==> config.mk <==
export PLATFORM = sky130hd
export DESIGN_NAME = packet_region_oaat_hash_unit
export DESIGN_NICKNAME = d
export VERILOG_FILES = /design/src/hdl/prh_pkg.sv /design/src/hdl/prh_track.sv /design/src/hdl/packet_region_oaat_hash_unit.sv
export SDC_FILE = /design/constraint.sdc
export NUM_CORES = 1
export LEC_CHECK = 0
export BUFFER_PORTS_ARGS = -buffer_cell sky130_fd_sc_hd__buf_2
export CAP_MARGIN = 20
export CORE_ASPECT_RATIO = 1.1
export CORE_UTILIZATION = 45
export CTS_CLUSTER_SIZE = 28
export DETAILED_ROUTE_END_ITERATION = 8
export GPL_ROUTABILITY_DRIVEN = 1
export MAX_ROUTING_LAYER = met4
export SKIP_CTS_REPAIR_TIMING = 1
export SLEW_MARGIN = 20
export SYNTH_ARGS = -nofsm -noshare
export SYNTH_HDL_FRONTEND = slang
export SYNTH_SLANG_ARGS = --single-unit
==> constraint.sdc <==
create_clock -name clock -period 6.9 [get_ports clock]
set_input_delay 1.38 -clock clock [delete_from_list [all_inputs] [get_ports clock]]
set_output_delay 1.38 -clock clock [all_outputs]
set_load 0.05 [all_outputs]
==> src/hdl/prh_pkg.sv <==
// Shared types, constants and hash round functions for the packet region
// one-at-a-time hash unit. No dependencies.
`default_nettype none

package prh_pkg;

   localparam int DEFAULT_COUNT_WIDTH = 16;

   // Byte positions within the frame
   localparam int LINK_HEADER_BYTES  = 14;
   localparam int FRAME_TYPE_HI_IDX  = 12;
   localparam int FRAME_TYPE_LO_IDX  = 13;
   localparam int PROTOCOL_IDX       = LINK_HEADER_BYTES + 9;
   localparam int TCP_REGION_LAST    = LINK_HEADER_BYTES + 39;
   localparam int RAW_MIN_LAST_INDEX = LINK_HEADER_BYTES + 20;
   localparam int UDP_HEADER_BYTES   = 8;

   localparam logic [15:0] ETHERTYPE_IPV4 = 16'h0800;
   localparam logic [3:0]  IP_VERSION_4   = 4'h4;
   localparam logic [7:0]  PROTO_UDP      = 8'h11;
   localparam logic [7:0]  PROTO_TCP      = 8'h06;
   localparam logic [7:0]  PROTO_ICMP     = 8'h01;

   typedef struct packed {
      logic       take;
      logic       last;
      logic [7:0] data;
   } prh_byte_type;

   // One hash round: add the byte, shift-add, shift-xor
   function automatic logic [31:0] prh_mix(input logic [31:0] h, input logic [7:0] b);
      logic [31:0] h1;
      logic [31:0] h2;
      h1 = h + {24'd0, b};
      h2 = h1 + (h1 << 10);
      return h2 ^ (h2 >> 6);
   endfunction

   // First half of the finalizer
   function automatic logic [31:0] prh_finish_a(input logic [31:0] h);
      logic [31:0] h1;
      h1 = h + (h << 3);
      return h1 ^ (h1 >> 11);
   endfunction

   // Second half of the finalizer, then the two's complement magnitude
   function automatic logic [31:0] prh_finish_b(input logic [31:0] h);
      logic [31:0] h1;
      h1 = h + (h << 15);
      return h1[31] ? (32'd0 - h1) : h1;
   endfunction

endpackage

`default_nettype wire

==> src/hdl/prh_track.sv <==
// Per-byte tracker: header captures, byte position and the four region hashes.
// Depends on prh_pkg.
`default_nettype none

module prh_track
   import prh_pkg::*;
#(
   parameter int COUNT_WIDTH = DEFAULT_COUNT_WIDTH
) (
   input  wire logic          clock,
   input  wire logic          reset,
   input  wire prh_byte_type  byte_in,
   output logic [31:0]        pick_value
);

   localparam logic [COUNT_WIDTH-1:0] IDX_MAX = '1;

   logic [31:0]            whole_acc_ff, whole_acc_in;
   logic [31:0]            tcp_acc_ff,   tcp_acc_in;
   logic [31:0]            icmp_acc_ff,  icmp_acc_in;
   logic [31:0]            udp_acc_ff,   udp_acc_in;
   logic [COUNT_WIDTH-1:0] byte_index_ff, byte_index_in;
   logic [15:0]            frame_type_ff, frame_type_in;
   logic [3:0]             ip_version_ff, ip_version_in;
   logic [3:0]             header_words_ff, header_words_in;
   logic [7:0]             ip_protocol_ff, ip_protocol_in;

   logic [15:0] ft_cur;
   logic [3:0]  ver_cur;
   logic [3:0]  hw_cur;
   logic [7:0]  proto_cur;
   logic [6:0]  ip_end;
   logic [6:0]  udp_start;
   logic [31:0] whole_next, tcp_next, icmp_next, udp_next;
   logic        raw;

   always_comb begin
      ft_cur    = frame_type_ff;
      ver_cur   = ip_version_ff;
      hw_cur    = header_words_ff;
      proto_cur = ip_protocol_ff;
      if (byte_index_ff == COUNT_WIDTH'(FRAME_TYPE_HI_IDX)) begin
         ft_cur = {byte_in.data, frame_type_ff[7:0]};
      end else if (byte_index_ff == COUNT_WIDTH'(FRAME_TYPE_LO_IDX)) begin
         ft_cur = {frame_type_ff[15:8], byte_in.data};
      end else if (byte_index_ff == COUNT_WIDTH'(LINK_HEADER_BYTES)) begin
         ver_cur = byte_in.data[7:4];
         hw_cur  = byte_in.data[3:0];
      end else if (byte_index_ff == COUNT_WIDTH'(PROTOCOL_IDX)) begin
         proto_cur = byte_in.data;
      end

      // Regions start from the header length as captured, including this byte
      ip_end    = 7'(LINK_HEADER_BYTES) + {1'b0, hw_cur, 2'b00};
      udp_start = ip_end + 7'(UDP_HEADER_BYTES);

      whole_next = prh_mix(whole_acc_ff, byte_in.data);
      tcp_next   = tcp_acc_ff;
      icmp_next  = icmp_acc_ff;
      udp_next   = udp_acc_ff;
      if (byte_index_ff >= COUNT_WIDTH'(LINK_HEADER_BYTES) &&
          byte_index_ff <= COUNT_WIDTH'(TCP_REGION_LAST)) begin
         tcp_next = prh_mix(tcp_acc_ff, byte_in.data);
      end
      if (byte_index_ff >= COUNT_WIDTH'(ip_end)) begin
         icmp_next = prh_mix(icmp_acc_ff, byte_in.data);
      end
      if (byte_index_ff >= COUNT_WIDTH'(udp_start)) begin
         udp_next = prh_mix(udp_acc_ff, byte_in.data);
      end

      raw = (byte_index_ff >= COUNT_WIDTH'(RAW_MIN_LAST_INDEX)) &&
            (ft_cur == ETHERTYPE_IPV4) && (ver_cur == IP_VERSION_4);

      if (!raw) begin
         pick_value = whole_next;
      end else begin
         case (proto_cur)
            PROTO_UDP:  pick_value = udp_next;
            PROTO_TCP:  pick_value = tcp_next;
            PROTO_ICMP: pick_value = icmp_next;
            default:    pick_value = 32'd0;
         endcase
      end
   end

   always_comb begin
      whole_acc_in    = whole_acc_ff;
      tcp_acc_in      = tcp_acc_ff;
      icmp_acc_in     = icmp_acc_ff;
      udp_acc_in      = udp_acc_ff;
      byte_index_in   = byte_index_ff;
      frame_type_in   = frame_type_ff;
      ip_version_in   = ip_version_ff;
      header_words_in = header_words_ff;
      ip_protocol_in  = ip_protocol_ff;
      if (byte_in.take) begin
         if (byte_in.last) begin
            // clear everything for the next packet
            whole_acc_in    = '0;
            tcp_acc_in      = '0;
            icmp_acc_in     = '0;
            udp_acc_in      = '0;
            byte_index_in   = '0;
            frame_type_in   = '0;
            ip_version_in   = '0;
            header_words_in = '0;
            ip_protocol_in  = '0;
         end else begin
            whole_acc_in    = whole_next;
            tcp_acc_in      = tcp_next;
            icmp_acc_in     = icmp_next;
            udp_acc_in      = udp_next;
            frame_type_in   = ft_cur;
            ip_version_in   = ver_cur;
            header_words_in = hw_cur;
            ip_protocol_in  = proto_cur;
            // saturate on very long packets
            if (byte_index_ff != IDX_MAX) begin
               byte_index_in = byte_index_ff + COUNT_WIDTH'(1);
            end
         end
      end
   end

   always_ff @(posedge clock) begin
      if (reset) begin
         whole_acc_ff    <= '0;
         tcp_acc_ff      <= '0;
         icmp_acc_ff     <= '0;
         udp_acc_ff      <= '0;
         byte_index_ff   <= '0;
         frame_type_ff   <= '0;
         ip_version_ff   <= '0;
         header_words_ff <= '0;
         ip_protocol_ff  <= '0;
      end else begin
         whole_acc_ff    <= whole_acc_in;
         tcp_acc_ff      <= tcp_acc_in;
         icmp_acc_ff     <= icmp_acc_in;
         udp_acc_ff      <= udp_acc_in;
         byte_index_ff   <= byte_index_in;
         frame_type_ff   <= frame_type_in;
         ip_version_ff   <= ip_version_in;
         header_words_ff <= header_words_in;
         ip_protocol_ff  <= ip_protocol_in;
      end
   end

endmodule

`default_nettype wire

==> src/hdl/packet_region_oaat_hash_unit.sv <==
// Top level of the packet region one-at-a-time hash unit: input register,
// byte tracker, two finalizer stages and the result register.
// Depends on prh_pkg and prh_track.
//
//   channel  direction  ports                               moves
//   req      in         req_valid req_stall req_data_byte   one byte per request
//                       req_last
//   rsp      out        rsp_valid rsp_stall rsp_hash_value  one hash per packet
//
// One byte is taken every cycle while nothing stalls; the byte register and
// the tracker's add-shift-xor round set that figure.
// After its last byte leaves the input register, a packet's hash passes through
// the select register, the first finalizer half, then the second half into the
// result register.
// Each stage holds only while its successor is full and stalled, so bytes
// that are not last keep flowing while a finished hash waits on rsp_stall.
// Synchronous reset clears the tracker's hashes and captures and all valid flags; stage values are not reset.
`default_nettype none

module packet_region_oaat_hash_unit
   import prh_pkg::*;
#(
   parameter int COUNT_WIDTH = DEFAULT_COUNT_WIDTH
) (
   input  wire logic        clock,
   input  wire logic        reset,
   input  wire logic        req_valid,
   output logic             req_stall,
   input  wire logic [7:0]  req_data_byte,
   input  wire logic        req_last,
   output logic             rsp_valid,
   input  wire logic        rsp_stall,
   output logic [31:0]      rsp_hash_value
);

   logic        in_valid_ff, in_valid_in;
   logic [7:0]  in_data_ff;
   logic        in_last_ff;
   logic        sel_valid_ff, sel_valid_in;
   logic [31:0] sel_value_ff;
   logic        fin_valid_ff, fin_valid_in;
   logic [31:0] fin_value_ff;
   logic        rsp_valid_ff, rsp_valid_in;
   logic [31:0] rsp_value_ff;

   logic        rsp_go, fin_ready, sel_ready, in_go, in_ready;
   logic [31:0] pick_value;
   prh_byte_type byte_in;

   always_comb begin
      rsp_go    = !rsp_valid_ff || !rsp_stall;
      fin_ready = !fin_valid_ff || rsp_go;
      sel_ready = !sel_valid_ff || fin_ready;
      // a last byte waits for room in the select stage
      in_go     = in_valid_ff && (!in_last_ff || sel_ready);
      in_ready  = !in_valid_ff || in_go;

      in_valid_in  = in_ready  ? req_valid    : in_valid_ff;
      sel_valid_in = sel_ready ? (in_go && in_last_ff) : sel_valid_ff;
      fin_valid_in = fin_ready ? sel_valid_ff : fin_valid_ff;
      rsp_valid_in = rsp_go    ? fin_valid_ff : rsp_valid_ff;

      byte_in.take = in_go;
      byte_in.last = in_last_ff;
      byte_in.data = in_data_ff;
   end

   assign req_stall      = !in_ready;
   assign rsp_valid      = rsp_valid_ff;
   assign rsp_hash_value = rsp_value_ff;

   prh_track #(
      .COUNT_WIDTH (COUNT_WIDTH)
   ) u_track (
      .clock      (clock),
      .reset      (reset),
      .byte_in    (byte_in),
      .pick_value (pick_value)
   );

   always_ff @(posedge clock) begin
      if (reset) begin
         in_valid_ff  <= 1'b0;
         sel_valid_ff <= 1'b0;
         fin_valid_ff <= 1'b0;
         rsp_valid_ff <= 1'b0;
      end else begin
         in_valid_ff  <= in_valid_in;
         sel_valid_ff <= sel_valid_in;
         fin_valid_ff <= fin_valid_in;
         rsp_valid_ff <= rsp_valid_in;
      end
   end

   always_ff @(posedge clock) begin
      if (in_ready) begin
         in_data_ff <= req_data_byte;
         in_last_ff <= req_last;
      end
      if (sel_ready) begin
         sel_value_ff <= pick_value;
      end
      if (fin_ready) begin
         fin_value_ff <= prh_finish_a(sel_value_ff);
      end
      if (rsp_go) begin
         rsp_value_ff <= prh_finish_b(fin_value_ff);
      end
   end

   a_sel_from_last: assert property (@(posedge clock) disable iff (reset)
      $rose(sel_valid_ff) |-> $past(in_valid_ff && in_last_ff))
      else $error("select stage filled without a last byte");

   a_fin_holds: assert property (@(posedge clock) disable iff (reset)
      (fin_valid_ff && !rsp_go) |=> (fin_valid_ff && $stable(fin_value_ff)))
      else $error("finalizer stage overwritten while blocked");

   a_stall_needs_item: assert property (@(posedge clock) disable iff (reset)
      !in_valid_ff |-> !req_stall)
      else $error("request stalled with an empty input register");

endmodule

`default_nettype wire
---- Word-level counts from Yosys, hierarchy flattened ----
Index checks and enable logic that the tools add are counted.
storage, ports and cells
  logic and storage cells ................. 100
  output and inout port bits .............. 34
  bits in registers ....................... 285
  input port bits ......................... 13
operators by class
  add/subtract/negate cells ............... 14
  mux-type cells .......................... 28
  bitwise logic cells ..................... 5
  equal/unequal tests ..................... 10
  reductions and logical operators ........ 19
  order comparisons ....................... 5
operators by type and width
  kind                                                                               number
  32-bit 2-to-1 mux                                                                  8
  32-bit adder                                                                       6
  32-bit by 8-bit adder with 32-bit output                                           4
  32-bit by 26-bit XOR with 32-bit output                                            4
  32-bit one-hot mux with 3 select lines                                             1
  16-bit 2-to-1 mux                                                                  4
  16-bit by 4-bit equality test with 1-bit output, second input constant             3
  8-bit 2-to-1 mux                                                                   6
  16-bit by 7-bit >= comparator with 1-bit output                                    2
  4-bit 2-to-1 mux                                                                   8
  1-bit by 32-bit subtractor with 32-bit output, first input constant                1
  32-bit by 21-bit XOR with 32-bit output                                            1
  31-bit 2-to-1 mux                                                                  1
  16-bit by 1-bit adder with 16-bit output, second input constant                    1
  16-bit by 12-bit equality test with 1-bit output, second input constant            1
  16-bit by 5-bit equality test with 1-bit output, second input constant             1
  16-bit by 4-bit >= comparator with 1-bit output, second input constant             1
  16-bit by 6-bit >= comparator with 1-bit output, second input constant             1
  16-bit by 6-bit less-or-equal comparator with 1-bit output, second input constant  1
  16-bit inequality test, second input constant                                      1
  8-bit by 1-bit equality test with 1-bit output, second input constant              1
  8-bit by 3-bit equality test with 1-bit output, second input constant              1
  8-bit by 5-bit equality test with 1-bit output, second input constant              1
  4-bit by 6-bit adder with 7-bit output, first input constant                       1
  7 further kinds                                                                    21

---- Depth between registers and ports, before layout ----
Gate-level depths: netlist of run 1.
  depth after elaboration ................. 10
  mapped depth ............................ 27
  depth with buffers taken out ............ 26

---- By module ----
A second synthesis of run 1 with hierarchy kept.
unflattened totals
  cell total of the unflattened synthesis .. 2,832
  area total of the unflattened synthesis .. 24,068.1 µm²
modules (own cells, without submodules)
  module                        seq. area each (µm²)  times used  area each (µm²)  cells each
  prh_track                     3,523.4               1           17,528.1         2,265
  packet_region_oaat_hash_unit  3,233.1               1           6,540.0          567

---- Least setup slack after synthesis of run 1 ----
OpenSTA, ideal clock, no wires.
  path kind ............................... register to register
  from .................................... register in_data_ff[1]
  to ...................................... register sel_value_ff[24], data pin
  setup time .............................. 272 ps
  path slack .............................. 947 ps
  path buffers ............................ 2
  data arrival time ....................... 5,681 ps
  cell stages (with the launch flop) ...... 26
  clock period less this slack ............ 5,953 ps
  cells stage by stage .................... edfxtp_1 -> clkbuf_1 -> inv_1 -> fa_1 -> nor2b_1 -> o21ai_0 -> a21boi_0 -> o21ai_0 -> a21oi_1 -> o21ai_0 -> and2_1 -> clkbuf_1 -> nor2_1 -> and3_1 -> xor2_1 -> ha_1 -> and4_1 -> a221o_1 -> or4_1 -> o211ai_1 -> a31oi_1 -> o31ai_1 -> xnor3_1 -> nand2_1 -> a32o_1 -> o221ai_1
on the way
  word-level cells in the longest chain between the ends .. 9
  elaborated cells between the ends (all ways) .. 36
  those cells by class .................... add/sub (10); order compare (2); eq/ne (4); mux (14); bitwise (4); reduce/logical (2)
ends and longest elaborated chain
  element                                          line                                 source
  from (decl)                                      packet_region_oaat_hash_unit.sv:37   logic [7:0] in_data_ff;
  from (signal assigned)                           packet_region_oaat_hash_unit.sv:97   in_data_ff <= req_data_byte;
  4-bit 2-to-1 mux                                 prh_track.sv:46                      end else if (byte_index_ff == COUNT_WIDTH'(LINK_HEADER_BYTES)) begin
  4-bit 2-to-1 mux                                 prh_track.sv:44                      end else if (byte_index_ff == COUNT_WIDTH'(FRAME_TYPE_LO_IDX)) begin
  4-bit 2-to-1 mux                                 prh_track.sv:42                      if (byte_index_ff == COUNT_WIDTH'(FRAME_TYPE_HI_IDX)) begin
  4-bit by 6-bit adder with 7-bit output           prh_track.sv:54                      ip_end = 7'(LINK_HEADER_BYTES) + {1'b0, hw_cur, 2'b00};
  7-bit by 4-bit adder with 7-bit output           prh_track.sv:55                      udp_start = ip_end + 7'(UDP_HEADER_BYTES);
  16-bit by 7-bit >= comparator with 1-bit output  prh_track.sv:68                      if (byte_index_ff >= COUNT_WIDTH'(udp_start)) begin
  32-bit 2-to-1 mux                                prh_track.sv:68
  32-bit one-hot mux with 3 select lines           prh_track.sv:78                      case (proto_cur)
  32-bit 2-to-1 mux (*)                            prh_track.sv:75                      if (!raw) begin
  net pick_value[24]                               packet_region_oaat_hash_unit.sv:47   logic [31:0] pick_value;
  to (signal assigned)                             packet_region_oaat_hash_unit.sv:101  sel_value_ff <= pick_value;
  to (decl)                                        packet_region_oaat_hash_unit.sv:40   logic [31:0] sel_value_ff;
Mark *: on every way through the listed nets, which the timed path passes. The rest lies on a longest branch.
A chain may end at the register's enable or synchronous reset.

---- Worst setup path after layout of run 1 ----
  from .................................... register in_data_ff[0]
  to ...................................... register sel_value_ff[23], data pin
The elaborated chain is that of the path after synthesis.

==> impl_results.md, run 1 <==
* Top cells by area, synth: dfxtp_1 (15%), edfxtp_1 (13%), ha_1 (8.9%)
* Synth-to-layout area growth at 8.94%
* Post-synth top area share at 14.8%
* Startpoint Class: flop
* Setup violators final at 0
* Final HPWL DP at 64800 um
* Synth Area in Simple Gates at 19.3%
* I/O Pins at 47
* Layout cells sized above 1 at 7.56%
* Port Buffers at 46
* Non-Filler Instances at 3584
* XOR/XNOR Fraction of Synth Area at 15.3%
* EDFF count, synth at 105
* Largest family of logic cells by synthesized area: compound AO/OA/AOI/OAI gates
* Commonest non-fill, non-tap cell in the layout: nor2_1
* Vias/cell at slightly above 6
* DRC Markers at 0
* First-pass GRT wire length at about 130000 um
* Dpl cells at between 3000 and 4000
* H-tree depth at 2
* Compound-Gate Fraction of Synth Area at 22.4%
* Synth Area per Inst at 8.41 um^2
* Hold Crit Class: flop to flop
* Outcome: completed
* Final nets at 3078
* Clock transition at the registers of the reported paths at 0.06 ns
* Longest Clk Path Bufs at 3
* Synthesized cell area at 24300 um^2
* Die area at about 55000 um^2
* Synth warn at 0
* Die X at 223 um
* Ys flop type: dfxtp_1
* Design Area, Final at 26400 um^2
* Power share of the clock group at 26.3%
* Worst Setup End Kind: flop
* CP Max Fanout at 7
* Critical Path RT at 7.26 ns
* Switching part of the total at 39.2%
* Clock Skews at 0.0197 ns
* Seq pwr share at about a third
* Initial antenna violation count at 0
* CP max stage delay at 0.54 ns
* Antenna fix cells at 0
* Die Span Y at 246 um
* P per Cell Area at 282 nW/um^2
* Internal at 4520 uW
* GP Congestion at 0.966
* GRT met3 Usage at 2.92%
* Number of hold violations in the final report at 0
* Detailed Route WL at 82800 um
* Slew @ Worst Pin at about 1.1 ns
* Biggest area consumer among synthesized cells: dfxtp_1
* Final WS setup at 0.317 ns
* CTS Buf Count at 36
* Ratio of final minimum period to clock period at a little over nine tenths
* Unique masters post-synth at 105
* Worst skew pair latency at 0.56 ns
* Slowest cell on crit path: edfxtp_1
* Fin Hold WS at 0.485 ns
* Adder-Cell Fraction of Synth Area at 9.83%
* CTS Sinks at 285
* Fmax at 0.152 GHz
* Max Cap Viol at 0
* Wire length per cell at 23.1 um
* GR Util All Layers at between 30% and 40%
* Final Max Tran Viols at 0
* Row count at 88
* Min Clock Period, post-route at 6.58 ns
* Net Switching at roughly 3000 uW
* Post-Syn Nets at 3081
* Vias at 22000
* Iter 0 DRT Violations at 1865
* Fillcell total at 5060
* Worst rel slew slack at 29.2%
* Mapped Cells at 2885
* DP Area at 25200 um^2
* FFs w/ async S/R, synth at 0%
* DRT antenna net count at 0
* Met2 GRT Util at 50.2%
* Gr ovfl total at 0
* Mux cell area share after synthesis at under 10%
* DRT Pass-1 Iters at 6
* CORE AREA at between 50000 and 60000 um^2
* Max VDD drop at about 0.19 mV
* Largest net degree at the start of global routing at 140
* Worst Setup Path Type: flop to flop
* Most frequent cells in the layout: nor2_1 (371), xnor2_1 (206), a21oi_1 (201)
* CTS tree: built
* CP Data Arrival Time at slightly below 7 ns
* Leak pwr at 0.0108 uW
* Met1 Usage GRT at 38.8%
* Place WS at 0.173 ns
* Seq/Total Area, Yosys at 27.8%
* Global route hottest layer: met2
* Comb pwr share at 41.2%
* RSZ-0062 raised after global routing: yes
* CTS root buf: clkbuf_16
* Initial Util at 45.9%
* Synthesized flop and latch total at around 290
* Vias in the first global route at 20900
## routing by layer
layer	part of all wire, %	vias to the layer above
met5	0	-
met2	47	781
met3	5.1	169
li1	-	10500
met4	4.1	0
met1	44	10500
## cells in the mapped netlist (29+ instances only)
master	n
nor2_1	375
inv_1	100
o21a_1	30
xnor2_1	207
nand3_1	69
a211oi_1	30
xor2_1	157
a22oi_1	108
nor3_1	64
a21o_1	61
and2_1	29
nand4_1	44
edfxtp_1	105
a21oi_1	202
nand2_1	170
nor2b_1	29
dfxtp_1	180
o21ai_0	110
ha_1	173
a31oi_1	30
clkbuf_1	100
and3_1	43
## through the flow
stage	utilization (%)	TNS [ns]	total power (uW)
2_1_floorplan	-	0	4720
3_3_place_gp	47.6	0	5450
3_5_place_dp	47.6	0	5500
4_1_cts	49.9	0	7470
5_1_grt	50.0	-0.00687	7830
6_report	50.0	0	7450
## state kept, by name, indices dropped and copies added (netlist names), 8 cells and up
register,cells
fin_value_ff,32
in_data_ff,8
rsp_hash_value,32
sel_value_ff,32
u_track.byte_index_ff,16
u_track.frame_type_ff,16
u_track.icmp_acc_ff,32
u_track.ip_protocol_ff,8
u_track.tcp_acc_ff,32
u_track.udp_acc_ff,32
u_track.whole_acc_ff,32
## critical path, delay by kind of cell (launching register included)
family,cells,cell delay (ns)
AOI/OAI and AO/OA,12,2.57
xor gates and xnor gates,1,0.28
adders and majority gates,4,1.32
buffers and inverters,2,0.28
DFF,1,0.54
and+or+nand+nor,6,1.41
## area by class of cell
class,instances,area [um^2],area share [%]
clock buffers,47,973,3.68
well taps,675,845,3.19
multi-input cells,2376,16700,63.3
inverters,100,375,1.42
flip-flops and latches,285,6760,25.6
clock inverters,18,228,0.861
repair buffers,83,523,1.98
## power groups by stage
stage	Clock [uW]	Combinational, uW	Sequential, uW
floorplan	0	2000	2720
detailed placement	0	3050	2450
finish	1960	3070	2420
global route	2050	3340	2440
global placement	0	3000	2450
CTS	1990	3070	2410
## path summary, 6_finish.rpt
path	startpoint	to	slack (ns)	cells after the start
worst min-delay path	fin_valid_ff$_SDFFE_PP0P_	rsp_valid$_SDFFE_PP0P_	0.48	2
worst max register to register	in_data_ff[0]$_DFFE_PN_	sel_value_ff[23]$_DFFE_PP_	0.32	25
worst min register to register	fin_valid_ff$_SDFFE_PP0P_	rsp_valid$_SDFFE_PP0P_	0.48	2
worst max-delay path	in_data_ff[0]$_DFFE_PN_	sel_value_ff[23]$_DFFE_PP_	0.32	25
## logic make-up (layout without fill, tap and decap cells)
| group | count (synthesis) | in the layout |
|---|---|---|
| AOI/OAI and AO/OA | 795 | 795 |
| xor gates and xnor gates | 389 | 389 |
| adders and majority gates | 185 | 185 |
| buffers and inverters | 224 | 248 |
| DFF | 285 | 285 |
| muxes | 38 | 38 |
| and+or+nand+nor | 969 | 969 |
No activity file was read; power rests on OpenSTA's default activity.
==> inputs of run 2 (changes only) <==
- ABC_AREA: default -> 1
- GPL_TIMING_DRIVEN: default -> 0
==> run 2 against run 1 <==
Net effect: first-iteration DRC count increased by 2.6%; worst setup slack improved by 0.23 ns; critical endpoint is now sel_value_ff[17]$_DFFE_PP_; wire length decreased by 1.2%; hold slack got worse by 0.021 ns; power decreased by 7.8%; sequential cell count stayed put; sequential share of layout area decreased by 0.61 points; global-route usage shrank 0.45 points.
==> impl_results.md, run 2 <==
* Longest Clk Path Bufs at 3
* Initial antenna violation count at 1
* Fin Hold WS at between 0.4 and 0.5 ns
* CP Data Arrival Time at around 6.6 ns
* H-tree depth at 2
* Synthesized cell area at 24800 um^2
* Setup violators final at 0
* Ratio of final minimum period to clock period at between 90% and 100%
* P per Cell Area at 253 nW/um^2
* Row count at 89
* R2R depth at 27
* Critical path depth at 27
* CTS Sinks at 285
* Largest net degree at the start of global routing at 36
* Fmax at between 0.15 and 0.2 GHz
* Total power at 6870 uW
* Worst skew pair latency at 0.56 ns
* CP Max Fanout at 5
* Wire length per cell at 18.0 um
* Die Span Y at 248 um
* CP max stage delay at 0.55 ns
* Gr ovfl total at 0
* First-pass GRT wire length at 126000 um
* Worst rel slew slack at 39.4%
* Place WS at -0.377 ns
* DRT antenna net count at 0
* CTS root buf: clkbuf_16
* Clock Skews at around 0.031 ns
* CTS Buf Count at 34
* Dpl cells at 4464
* Commonest non-fill, non-tap cell in the layout: nand2_1
* Final WS setup at 0.549 ns
* Non-Filler Instances at 4536
* Max VDD drop at 0.200 mV
* CORE AREA at 54000 um^2
* Final nets at 3977
* Fillcell total at 5656
* Vias in the first global route at 23000
* Final HPWL DP at between 60000 and 70000 um
* Synth cell count leaders: nand2_1 (1087), inv_1 (402), a21oi_1 (351)
* Die X at 226 um
* Seq/Total Area, Yosys at 27.2%
* DP Area at 25900 um^2
* Worst Setup Path Type: flop to flop
* Max Cap Viol at 0
* Layout cells sized above 1 at 5.38%
* Synthesized flop and latch total at 285
* Synth Area per Inst at 6.72 um^2
* Mapped Cells at between 3000 and 4000
* Design Area, Final at 27100 um^2
* RSZ-0062 raised after global routing: no
* Die area at around 56000 um^2
* Biggest area consumer among synthesized cells: nand2_1
* Clock transition at the registers of the reported paths at 0.06 ns
* Post-synth top area share at between 10% and 20%
* Most frequent cells in the layout: nand2_1 (1086), inv_1 (400), a21oi_1 (351)
* Slowest cell on crit path: fa_1
* WP buf/inv at 6
* Number of hold violations in the final report at 0
* Detailed Route WL at between 80000 and 90000 um
* I/O Pins at between 40 and 50
* Vias/cell at approximately 5.3
* DRT Pass-1 Iters at 6
* Unique masters post-synth at just under 60
* Iter 0 DRT Violations at 1914
* Ys flop type: dfxtp_1
* Port Buffers at 45
* Most common cell in the synthesized netlist: nand2_1
* FFs w/ async S/R, synth at 0%
* CP top delay family: compound AO/OA/AOI/OAI gates
* CTS tree: built
* DRC Markers at 0
* Hold Crit Class: flop to flop
* Synth warn at 0
* Synth-to-layout area growth at 9.20%
* Outcome: completed
* EDFF count, synth at 105
* Top cells by area, synth: nand2_1 (16%), dfxtp_1 (15%), edfxtp_1 (13%)
* Initial Util at 45.9%
* Slew @ Worst Pin at 0.910 ns
* GR Util All Layers at 30.1%
* Min Clock Period, post-route at between 6 and 7 ns
* GP Congestion at between 1 and 1.5
* Post-Syn Nets at 3887
* Final Max Tran Viols at 0
* Hold depth at 2
* Worst Setup End Kind: flop
* Leak pwr at 0.0122 uW
* Vias at 24300
* Critical Path RT at 7.17 ns
* Startpoint Class: flop
[run 2: cell types whose count changed after synthesis, moves of 29 or more]
cell and change:
xor2_1 +64, nand2_1 +917, nor2_1 -147, a22oi_1 -100
clkbuf_1 -32, nor2b_1 -29, inv_1 +302, and3_1 -42
nand3_1 +203, a21oi_1 +149, a21o_1 -51, xnor2_1 -106
[run 2: cell families after synthesis]
family,after synthesis,synth area share [%]
xor+xnor,322,11.4
simple gates,1794,30.6
fa+ha+maj,183,9.53
flops,285,27.2
compound gates,600,13.3
buf+inv,507,7.97
[run 2: report_power, final]
group / leakage [uW] / internal (uW) / total [uW] / switching [uW]
logic: 0.00906 / 962 / 2740 / 1780
registers: 0.00260 / 2210 / 2380 / 174
clock network: 0.000519 / 996 / 1750 / 749
total: 0.0122 / 4160 / 6870 / 2700
[run 2: final timing paths]
check	startpoint	endpoint	slack, ns
setup / recovery	in_data_ff[1]$_DFFE_PN_	sel_value_ff[17]$_DFFE_PP_	0.55
hold / removal	u_track.ip_protocol_ff[5]$_SDFFE_PP0P_	u_track.ip_protocol_ff[5]$_SDFFE_PP0P_	0.46
setup reg to reg	in_data_ff[1]$_DFFE_PN_	sel_value_ff[17]$_DFFE_PP_	0.55
hold reg to reg	u_track.ip_protocol_ff[5]$_SDFFE_PP0P_	u_track.ip_protocol_ff[5]$_SDFFE_PP0P_	0.46
[run 2: area by class of cell]
class	count	area, um^2	area share, %
flip-flops and latches	285	6760	24.9
well taps	728	911	3.36
repair buffers	54	293	1.08
plain buffers	95	428	1.58
diodes	1	2.50	0.00924
multi-input cells	2899	16100	59.4
inverters	412	1550	5.73
clock buffers	45	933	3.45
clock inverters	17	131	0.485
[run 2: worst register-to-register path: cells and delay by family, from the launching register on]
| kind | cells | cell delay [ns] |
|---|---|---|
| AO/OA/AOI/OAI | 9 | 1.87 |
| XOR/XNOR | 3 | 1.00 |
| adder cells (fa/ha/maj) | 2 | 0.90 |
| buffers and inverters | 6 | 0.83 |
| flip-flops | 1 | 0.32 |
| AND/OR/NAND/NOR | 7 | 1.16 |
[run 2: layer usage]
metal / wire length [um] / track usage (%)
met3: 4650 / 3.93
met4: 3320 / 12.1
met1: 35100 / 36.3
met5: 0 / -
met2: 38700 / 50.7
[run 2: metrics by stage]
step	TNS (ns)	utilization [%]
2_1_floorplan	0	-
3_3_place_gp	-2.19	48.0
3_5_place_dp	-2.18	48.0
4_1_cts	-2.84	50.0
5_1_grt	0	50.2
6_report	0	50.2
